==> config.mk <==
export PLATFORM = sky130hd
export DESIGN_NAME = greedy_token_subsequence_match_core
export DESIGN_NICKNAME = d
export VERILOG_FILES = /design/src/rtl/gtsm_pkg.sv /design/src/rtl/gtsm_cfg_regs.sv /design/src/rtl/gtsm_token_store.sv /design/src/rtl/greedy_token_subsequence_match_core.sv
export SDC_FILE = /design/constraint.sdc
export NUM_CORES = 2
export LEC_CHECK = 0
export BUFFER_PORTS_ARGS = -buffer_cell sky130_fd_sc_hd__buf_2
export CAP_MARGIN = 10
export CORE_MARGIN = 3
export CORE_UTILIZATION = 40
export DETAILED_ROUTE_END_ITERATION = 6
export PLACE_DENSITY = 0.54
export SLEW_MARGIN = 10
export SYNTH_ARGS = -nofsm -noshare
export SYNTH_HDL_FRONTEND = slang
export SYNTH_HIERARCHICAL = 1
export SYNTH_SLANG_ARGS = --single-unit
==> constraint.sdc <==
create_clock -name clk_i -period 8.35 [get_ports clk_i]
set_clock_uncertainty 0.2 [all_clocks]
set_input_delay 0.4175 -clock clk_i [delete_from_list [all_inputs] [get_ports clk_i]]
set_output_delay 0.4175 -clock clk_i [all_outputs]
set_load 0.01 [all_outputs]
==> src/rtl/gtsm_pkg.sv <==
// Shared constants, codes and types of the greedy token subsequence match core.
// No dependencies.
`timescale 1ns / 1ps

package gtsm_pkg;

  localparam int unsigned MAX_TOKENS      = 64;
  localparam int unsigned MAX_TOKEN_CHARS = 8;

  localparam int unsigned CHAR_W  = 8;
  localparam int unsigned WORD_W  = MAX_TOKEN_CHARS * CHAR_W;
  localparam int unsigned SLOT_W  = $clog2(MAX_TOKENS);
  localparam int unsigned CNT_W   = $clog2(MAX_TOKENS + 1);
  localparam int unsigned LEN_W   = 4;
  localparam int unsigned SEEN_W  = $clog2(MAX_TOKEN_CHARS + 1);

  localparam int unsigned CFG_IDX_W  = 2;
  localparam int unsigned CFG_DATA_W = 8;

  localparam int unsigned IN_DATA_W  = 80;
  localparam int unsigned OUT_DATA_W = 8;

  typedef enum logic [CFG_IDX_W-1:0] {
    CFG_TOKEN_LENGTH = 2'd0,
    CFG_TOKEN_COUNT  = 2'd1
  } cfg_idx_e;

  typedef enum logic {
    OP_LOAD = 1'b0,
    OP_CHAR = 1'b1
  } op_e;

  typedef struct packed {
    logic [LEN_W-1:0] len;
    logic [CNT_W-1:0] cnt;
  } cfg_t;

  typedef struct packed {
    logic adv;
    logic restart;
  } store_step_t;

endpackage

==> src/rtl/gtsm_cfg_regs.sv <==
// Configuration registers of the match core, with clamped working values.
// Depends on gtsm_pkg.
`timescale 1ns / 1ps

module gtsm_cfg_regs
  import gtsm_pkg::*;
(
  input  logic                  clk_i,
  input  logic                  rst_ni,
  input  logic                  cfg_valid_i,
  output logic                  cfg_ready_o,
  input  logic [CFG_IDX_W-1:0]  cfg_index_i,
  input  logic [CFG_DATA_W-1:0] cfg_data_i,
  output cfg_t                  cfg_o
);

  logic [LEN_W-1:0] len_q, len_d;
  logic [CNT_W-1:0] cnt_q, cnt_d;

  assign cfg_ready_o = 1'b1;

  always_comb begin
    len_d = len_q;
    cnt_d = cnt_q;
    if (cfg_valid_i) begin
      unique case (cfg_index_i)
        CFG_TOKEN_LENGTH: len_d = cfg_data_i[LEN_W-1:0];
        CFG_TOKEN_COUNT:  cnt_d = cfg_data_i[CNT_W-1:0];
        default: ;
      endcase
    end
  end

  always_ff @(posedge clk_i or negedge rst_ni) begin
    if (!rst_ni) begin
      len_q <= LEN_W'(1);
      cnt_q <= '0;
    end else begin
      len_q <= len_d;
      cnt_q <= cnt_d;
    end
  end

  always_comb begin
    priority if (len_q == '0) begin
      cfg_o.len = LEN_W'(1);
    end else if (len_q > LEN_W'(MAX_TOKEN_CHARS)) begin
      cfg_o.len = LEN_W'(MAX_TOKEN_CHARS);
    end else begin
      cfg_o.len = len_q;
    end
    cfg_o.cnt = (cnt_q > CNT_W'(MAX_TOKENS)) ? CNT_W'(MAX_TOKENS) : cnt_q;
  end

endmodule

==> src/rtl/gtsm_token_store.sv <==
// Token store: one write port, two registered read ports at the sought slot and
// the one after it, and a copy of slot zero for a fresh sequence. Depends on gtsm_pkg.
`timescale 1ns / 1ps

module gtsm_token_store
  import gtsm_pkg::*;
(
  input  logic              clk_i,
  input  logic              rst_ni,
  input  logic              wr_en_i,
  input  logic [SLOT_W-1:0] wr_addr_i,
  input  logic [WORD_W-1:0] wr_data_i,
  input  logic [SLOT_W-1:0] rd_addr_i,
  input  store_step_t       step_i,
  output logic [WORD_W-1:0] token_o
);

  logic [WORD_W-1:0] mem [MAX_TOKENS];
  logic [WORD_W-1:0] rd_a_q, rd_b_q, tok0_q;
  logic [SLOT_W-1:0] rd_addr_b;
  store_step_t       step_q;

  assign rd_addr_b = rd_addr_i + SLOT_W'(1);

  always_ff @(posedge clk_i) begin
    if (wr_en_i) begin
      mem[wr_addr_i] <= wr_data_i;
    end
    rd_a_q <= (wr_en_i && wr_addr_i == rd_addr_i) ? wr_data_i : mem[rd_addr_i];
    rd_b_q <= (wr_en_i && wr_addr_i == rd_addr_b) ? wr_data_i : mem[rd_addr_b];
    if (wr_en_i && wr_addr_i == '0) begin
      tok0_q <= wr_data_i;
    end
  end

  always_ff @(posedge clk_i or negedge rst_ni) begin
    if (!rst_ni) begin
      step_q <= '0;
    end else begin
      step_q <= step_i;
    end
  end

  always_comb begin
    priority if (step_q.restart) begin
      token_o = tok0_q;
    end else if (step_q.adv) begin
      token_o = rd_b_q;
    end else begin
      token_o = rd_a_q;
    end
  end

endmodule

==> src/rtl/greedy_token_subsequence_match_core.sv <==
// Top level of the greedy token subsequence match core: input register, window
// compare, sequence state and result register. Depends on gtsm_pkg, gtsm_cfg_regs
// and gtsm_token_store.
//
//   channel  direction  handshake                        payload
//   s_axis   in         s_axis_tvalid / s_axis_tready    tdata, tuser (op), tlast
//   m_axis   out        m_axis_tvalid / m_axis_tready    tdata (match_count)
//   cfg      in         cfg_valid_i / cfg_ready_o        cfg_index_i, cfg_data_i
//
// One item a cycle unless a stalled result holds the input register.
// The rate is set by the combinational window compare against the sought token, which
// the store keeps ready from its two registered read ports.
// Reset clears the window, the counters and the handshake state; the store is not cleared.
// A stalled result holds the input register only when the waiting item also ends a run.
`timescale 1ns / 1ps

module greedy_token_subsequence_match_core
  import gtsm_pkg::*;
(
  input  logic                  clk_i,
  input  logic                  rst_ni,
  input  logic                  s_axis_tvalid,
  output logic                  s_axis_tready,
  // [5:0] token_slot, [69:6] token_word, [77:70] seq_char, [79:78] zero
  input  logic [IN_DATA_W-1:0]  s_axis_tdata,
  // [0] op
  input  logic                  s_axis_tuser,
  input  logic                  s_axis_tlast,
  output logic                  m_axis_tvalid,
  input  logic                  m_axis_tready,
  // [6:0] match_count, [7] zero
  output logic [OUT_DATA_W-1:0] m_axis_tdata,
  input  logic                  cfg_valid_i,
  output logic                  cfg_ready_o,
  input  logic [CFG_IDX_W-1:0]  cfg_index_i,
  input  logic [CFG_DATA_W-1:0] cfg_data_i
);

  cfg_t cfg;

  logic              in_valid_q;
  op_e               in_op_q;
  logic [SLOT_W-1:0] in_slot_q;
  logic [WORD_W-1:0] in_word_q;
  logic [CHAR_W-1:0] in_char_q;
  logic              in_last_q;

  logic [WORD_W-1:0] win_q, win_d;
  logic [SEEN_W-1:0] seen_q, seen_d;
  logic [CNT_W-1:0]  nt_q, nt_d, nt_inc;

  logic              out_valid_q, out_valid_d;
  logic [CNT_W-1:0]  out_count_q, out_count_d;

  logic              fire, is_char, has_result, out_free, hit, accept;
  logic [WORD_W-1:0] token, view, mask;
  logic [LEN_W-1:0]  gap;
  store_step_t       step;

  gtsm_cfg_regs u_cfg (
    .clk_i       (clk_i),
    .rst_ni      (rst_ni),
    .cfg_valid_i (cfg_valid_i),
    .cfg_ready_o (cfg_ready_o),
    .cfg_index_i (cfg_index_i),
    .cfg_data_i  (cfg_data_i),
    .cfg_o       (cfg)
  );

  gtsm_token_store u_store (
    .clk_i     (clk_i),
    .rst_ni    (rst_ni),
    .wr_en_i   (fire && in_op_q == OP_LOAD),
    .wr_addr_i (in_slot_q),
    .wr_data_i (in_word_q),
    .rd_addr_i (nt_q[SLOT_W-1:0]),
    .step_i    (step),
    .token_o   (token)
  );

  assign is_char       = in_op_q == OP_CHAR;
  assign has_result    = is_char && in_last_q;
  assign out_free      = !out_valid_q || m_axis_tready;
  assign fire          = in_valid_q && (!has_result || out_free);
  assign s_axis_tready = !in_valid_q || fire;
  assign accept        = s_axis_tvalid && s_axis_tready;

  always_comb begin
    win_d  = {in_char_q, win_q[WORD_W-1:CHAR_W]};
    seen_d = (seen_q < SEEN_W'(MAX_TOKEN_CHARS)) ? seen_q + SEEN_W'(1) : seen_q;
    gap    = LEN_W'(MAX_TOKEN_CHARS) - cfg.len;
    view   = win_d >> {gap, 3'b000};
    for (int i = 0; i < MAX_TOKEN_CHARS; i++) begin
      mask[i*CHAR_W +: CHAR_W] = {CHAR_W{LEN_W'(i) < cfg.len}};
    end
    hit    = (LEN_W'(seen_d) >= cfg.len) && (nt_q < cfg.cnt) && (view == (token & mask));
    nt_inc = nt_q + CNT_W'(hit);
    nt_d   = in_last_q ? '0 : nt_inc;
  end

  assign step.adv     = fire && is_char && hit && !in_last_q;
  assign step.restart = fire && has_result;

  always_comb begin
    out_valid_d = out_valid_q && !m_axis_tready;
    out_count_d = out_count_q;
    if (fire && has_result) begin
      out_valid_d = 1'b1;
      out_count_d = nt_inc;
    end
  end

  always_ff @(posedge clk_i or negedge rst_ni) begin
    if (!rst_ni) begin
      in_valid_q  <= 1'b0;
      out_valid_q <= 1'b0;
      win_q       <= '0;
      seen_q      <= '0;
      nt_q        <= '0;
    end else begin
      if (accept) begin
        in_valid_q <= 1'b1;
      end else if (fire) begin
        in_valid_q <= 1'b0;
      end
      out_valid_q <= out_valid_d;
      if (fire && is_char) begin
        win_q  <= in_last_q ? '0 : win_d;
        seen_q <= in_last_q ? '0 : seen_d;
        nt_q   <= nt_d;
      end
    end
  end

  always_ff @(posedge clk_i) begin
    if (accept) begin
      in_op_q   <= op_e'(s_axis_tuser);
      in_slot_q <= s_axis_tdata[SLOT_W-1:0];
      in_word_q <= s_axis_tdata[SLOT_W +: WORD_W];
      in_char_q <= s_axis_tdata[SLOT_W+WORD_W +: CHAR_W];
      in_last_q <= s_axis_tlast;
    end
    out_count_q <= out_count_d;
  end

  assign m_axis_tvalid = out_valid_q;
  assign m_axis_tdata  = OUT_DATA_W'(out_count_q);

endmodule

# Word level (Yosys, flattened, before mapping)
# Memories as Yosys holds them, arrays and structs flattened. A register that Yosys moved wholly into a read port is not among the register bits.
# Cells that the tools add are included.
[classes]
add_sub_neg = 4
magnitude_cmp = 13
n_eq_ne = 2
shifts = 1
muxes = 14
bitwise_logic = 2
reduce_logical = 26
[op_table]
columns = ["op", "count"]
rows = [
  ["$mux W64", 3],
  ["$and A64 B64 Y64", 1],
  ["$eq A64 B64 Y1", 1],
  ["$shr A64 B7 Y64", 1],
  ["$lt A3 B4 Y1 const A", 4],
  ["$mux W4", 4],
  ["$mux W7", 2],
  ["$logic_and A1 B1 Y1", 12],
  ["$lt A1 B4 Y1 const A", 2],
  ["$lt A2 B4 Y1 const A", 2],
  ["$add A7 B1 Y7", 1],
  ["$gt A7 B7 Y1 const B", 1],
  ["$lt A7 B7 Y1", 1],
  ["$add A6 B1 Y6 const B", 1],
  ["$logic_not A6 Y1", 1],
  ["$logic_not A1 Y1", 5],
  ["$mux W1", 5],
  ["$add A4 B1 Y4 const B", 1],
  ["$ge A4 B4 Y1", 1],
  ["$gt A4 B4 Y1 const B", 1],
  ["$logic_not A4 Y1", 1],
  ["$lt A4 B4 Y1 const B", 1],
  ["$reduce_and A2 Y1", 2],
  ["$sub A4 B4 Y4 const A", 1],
  ["5 further kinds", 7],
]
[totals]
ff_bits = 241
ram_bits = 4096
output_inout_bits = 11
wordCells = 79
memories = 1
[memory_table]
columns = ["name", "words", "word_bits", "read_ports", "rd_ports_with_merged_regs", "wr", "line_no", "rtl"]
rows = [
  ["u_store.mem", 64, 64, 2, 2, 1, "gtsm_token_store.sv:18", "logic [WORD_W-1:0] mem [MAX_TOKENS];"],
]

# Longest topological paths before layout
[logic_depth]
ltp_word = 9
mapped_depth = 26

# Cells and area by module
# Netlist, hierarchy kept.
[by_module_without_submodules]
columns = ["module", "n_inst", "cells_each", "area_each_um2"]
rows = [
  ["gtsm_token_store", 1, 10562, 192495.9],
  ["greedy_token_subsequence_match_core", 1, 947, 9565.4],
  ["gtsm_cfg_regs", 1, 38, 521.8],
]

# Worst setup path before layout
# Ideal clock, no wire load.
[synth_path]
path_kind = "register -> register"
from = "reg in_op_q"
to = "mem u_store/mem[48][0] (netlist name) (enable)"
setup_ns = 0.564
arrival_time_ns = 5.270
t_required_ns = 7.586
path_slack_ns = 2.316
stages_incl_launch_ff = 4
n_path_buf = 0
period_less_slack_ns = 6.034
cell_sequence = "edfxtp_1 nor2b_1 nand4b_1 nor3_1"
[synth_between]
elab_chain_len = 7
word_cells_on_any_way = 8
[synth_rtl]
columns = ["item", "line_no", "rtl"]
rows = [
  ["start: declaration", "greedy_token_subsequence_match_core.sv:42", "op_e in_op_q;"],
  ["start signal: assignment", "greedy_token_subsequence_match_core.sv:137", "in_op_q <= op_e'(s_axis_tuser);"],
  ["$logic_and A1 B1 Y1", "greedy_token_subsequence_match_core.sv:82", "assign has_result = is_char && in_last_q;"],
  ["$logic_not A1 Y1", "greedy_token_subsequence_match_core.sv:84", "assign fire = in_valid_q && (!has_result || out_free);"],
  ["$logic_or A1 B1 Y1", "greedy_token_subsequence_match_core.sv:84", ""],
  ["$logic_and A1 B1 Y1", "greedy_token_subsequence_match_core.sv:84", ""],
  ["$logic_and A1 B1 Y1 *", "greedy_token_subsequence_match_core.sv:73", ".wr_en_i (fire && in_op_q == OP_LOAD),"],
  ["$mux W1 *", "gtsm_token_store.sv:26", "if (wr_en_i) begin"],
  ["$mux W1 (implied by the code) *", "gtsm_token_store.sv:27", "mem[wr_addr_i] <= wr_data_i;"],
  ["end: declaration", "gtsm_token_store.sv:18", ""],
]
# Every way passes the cells marked *; elsewhere a longest branch is shown, timed or not.

==> flow_summary_export.csv <==
group,metric,value,unit
global_routing,antenna_found_initial,58,
yosys,synth_edf_count,4247,
setup_path,crit_family,"simple AND/OR/NAND/NOR gates",
sta,setup_viol,0,
setup_path,worstPathCellList,"buf_12 > buf_4 > nand3_1 > o22ai_1 > a2111oi_0 > buf_1 > buf_4 > or4_1 > o211ai_1 > buf_4 > nand2_1 > a32o_1 > a2111o_1 > nor4_1 > nand3_1 > nor3_1 > buf_4 > ha_1 > ha_1 > nand3_1 > nor2_1 > xor2_1 > a22o_1",
cells_and_area,fin_area,231000,µm²
hold_path,hold_class,"input pin to flop",
route,ant_nets,0,
floorplan,coreArea,503000,µm²
yosys,syn_area_per_cell,17.5,µm²
pwr,max-vdd-ir-drop,0.000200,V
route,route.detailed.drc,0,
cells_and_area,drive_gt1_share,25.5,%
sta,rsz0062_at_grt,"false",
global_routing,grt_pass1_wl,1080000,µm
setup_path,cp_slowest_cell,"dfxtp_4",
place,dp.cells,18100,
cells_and_area,final_util,45.9,%
setup_path,arrival,8.63,ns
sta,final_hold_viol_count,0,
cts,root_buffer,"clkbuf_16",
route,wirelength,801000,µm
setup_path,path_class,"flop to flop",
place,numPortBuffers,102,
place,placed_cell_area,214000,µm²
setup_path,cp_data_required_time,9.14,ns
hold_path,min_from,"cfg_index_i[0]",
yosys,synth_area,203000,µm²
global_routing,grt_usage,30.3,%
yosys,netlist_instances,11500,
setup_path,cp_common_cell,"buf_4",
floorplan,dieArea,515000,µm²
cells_and_area,area_growth,14.0,%
cts,max-clock-path-buffers,4,
setup_path,max_stage_delay,0.88,ns
cts,clk_pin_slew_worst_paths,0.06,ns
setup_path,reg2reg_depth,23,
sta,final.setup.tns,0,ns
yosys,synth_nets,11700,
sta,worst_pin_slew,1.33,ns
floorplan,die_h,718,µm
cts,ctsResizeCount,0,
sta,fin_crit_sh,93.9,%
global_routing,grt_max_degree,104,
route,dr.first_iter.drc_count,20500,
cts,insertion_delay,1.05,ns
setup_path,path_buf_inv,6,
setup_path,r2r_end,"nt_q[6]",
yosys,yosysWarnings,6,
run,drv_cap,0,
setup_path,critPathMaxFanout,32,
cts,clock_sinks,4341,
place,dp_hpwl,475000,µm
floorplan,fp.dieW,718,µm
route,vias,130000,
route,routedWlPerCell,41.8,µm
global_routing,gr-total-overflow,0,
sta,min_period,7.84,ns
yosys,synthDistinctLibCells,99,
setup_path,critPathLaunchType,"flop",
setup_path,cp-end-kind,"flop",
hold_path,holdPathStages,4,
sta,clock.fmax,0.128,GHz
setup_path,reg2reg_setup_slack,0.51,ns
run_status,status,"complete, no violations",
yosys,synthArstFlopShare,1.89,%
global_routing,first_global_vias,129000,
place,gp_congestion,0.908,
cts,tritoncts,"yes",
cells_and_area,stdcell_count,19200,
pwr,p_leak,72.3,nW
cts,cts_inserted_buffers,472,
sta,fin_ws,0.513,ns
route,vias_per_cell,6.79,
yosys,ys_seq_area_share,64.1,%
pwr,power.density,202,nW/µm²
cts,h-tree-depth,5,
sta,drv_slew,0,
sta,relSlewSlack,11.6,%
floorplan,io_pins,108,
setup_path,cp.depth,23,
floorplan,fp-row-count,260,
yosys,synth-main-ff-cell,"edfxtp_1",
hold_path,holdPathEnd,"u_cfg/cnt_q[6]",
route,dr.pass1.iters,6,
floorplan,start_util,40.3,%
cells_and_area,fin_nets,12200,
place,pre_cts_slack,0.639,ns
yosys,synth_seq_cells,4341,
[how the worst max path moves through the flow]
stage | from | end | slack, ns
final | flop | nt_q[6] | 0.51
after CTS | flop | nt_q[6] | 0.59
after global routing | flop | nt_q[6] | 0.34
after detailed placement | flop | nt_q[6] | 0.64
after global placement | flop | nt_q[6] | 0.09
after floorplan | in_op_q | u_store/mem[48][0] | 2.32
[layout make-up]
cell class	count	area, µm²
antenna	28	70.1
clock buffer	583	12400
clock inverter	291	2660
fill	43000	272000
inverter	25	109
multi-input combinational	6257	68600
sequential	4341	130000
tap	6681	8360
timing repair buffer	964	8800
[through the flow]
| stage | hold slack [ns] | power [W] |
|---|---|---|
| global route | 0.105 | 0.0480 |
| CTS | 0.0184 | 0.0469 |
| global placement | 0.0796 | 0.0262 |
| floorplan | -0.0781 | 0.0256 |
| detailed placement | 0.0865 | 0.0263 |
| finish | 0.118 | 0.0467 |
[cell usage in the layout, fill, tap and decap left out, types with 107 or more instances in the layout]
cell type,count
edfxtp_1,4247
mux4_2,1448
mux2i_1,1430
buf_4,564
o22ai_1,517
clkbuf_16,476
nand2_1,437
nor2_1,437
nor3_1,193
dlygate4sd3_1,191
a22oi_1,180
o21ai_0,176
a21oi_1,157
a221oi_1,140
clkinv_1,114
buf_12,107
[tightest hold or removal path, stage by stage]
cell           delay (ns)
buf_2                0.13
nand3b_4             0.10
mux2_2               0.15
dlygate4sd3_1        0.54
[kinds of logic (layout without fill, tap and decap cells)]
family | after synthesis | in the layout | synth area share [%]
mux | 2986 | 2986 | 23.8
fa+ha+maj | 16 | 16 | 0.0988
xor+xnor | 25 | 25 | 0.121
simple gates | 1503 | 1503 | 3.42
buf+inv | 949 | 1863 | 2.52
flops | 4341 | 4341 | 64.1
other cells | 2 | 30 | 0.00371
compound gates | 1725 | 1725 | 5.98
[Yosys cell counts, drive strengths merged, types with 24 or more instances]
cell type	number	area share (%)
nand2b	28	0.086
inv	24	0.044
o311ai	25	0.11
a221oi	140	0.61
o21ai	179	0.45
nand2	443	0.82
a221o	67	0.33
o41ai	67	0.29
a22oi	180	0.67
nor2b	56	0.17
mux2	106	0.59
mux2i	1432	7.1
nor3	195	0.48
nor2	507	0.94
a2111oi	37	0.18
or4	36	0.14
nor4	47	0.15
nand3	46	0.11
a21oi	157	0.39
nand3b	62	0.24
dfrtp	81	1.0
edfxtp	4247	63
o31ai	54	0.21
buf	547	1.8
mux4	1448	16
o221ai	37	0.16
a31oi	70	0.22
o211ai	62	0.23
a211oi	42	0.16
o22ai	517	1.6
clkbuf	377	0.70
[repair_timing]
| action | in CTS | in global routing |
|---|---|---|
| hold endpoints to repair | 252 | 0 |
| setup buffers | 0 | 0 |
| hold buffers | 191 | 0 |
[per-layer routing]
metal	GRT usage (%)	routed length, µm	part of all wire (%)
met4	14.6	44500	5.6
met3	7.78	97500	12
met1	41.2	303000	38
met2	45.5	356000	44
met5	0	64	0.0080
[report_power, final]
part / switching, W / leakage [nW] / internal [W]
clock network: 0.00906 / 7.36 / 0.0117
registers: 0.0000735 / 39.5 / 0.0240
logic: 0.00130 / 25.5 / 0.000532
[registers in the layout, indices dropped and copies added (netlist names), 2 cells and up, named ones only]
name,flops
u_store/mem,4096
in_word_q,64
u_store/tok0_q,64
win_q,56
in_char_q,8
nt_q,7
out_count_q,7
u_cfg/cnt_q,7
in_slot_q,6
seen_q,4
u_cfg/len_q,4
u_store/step_q,2
No activity file was read; power rests on OpenSTA's default activity.
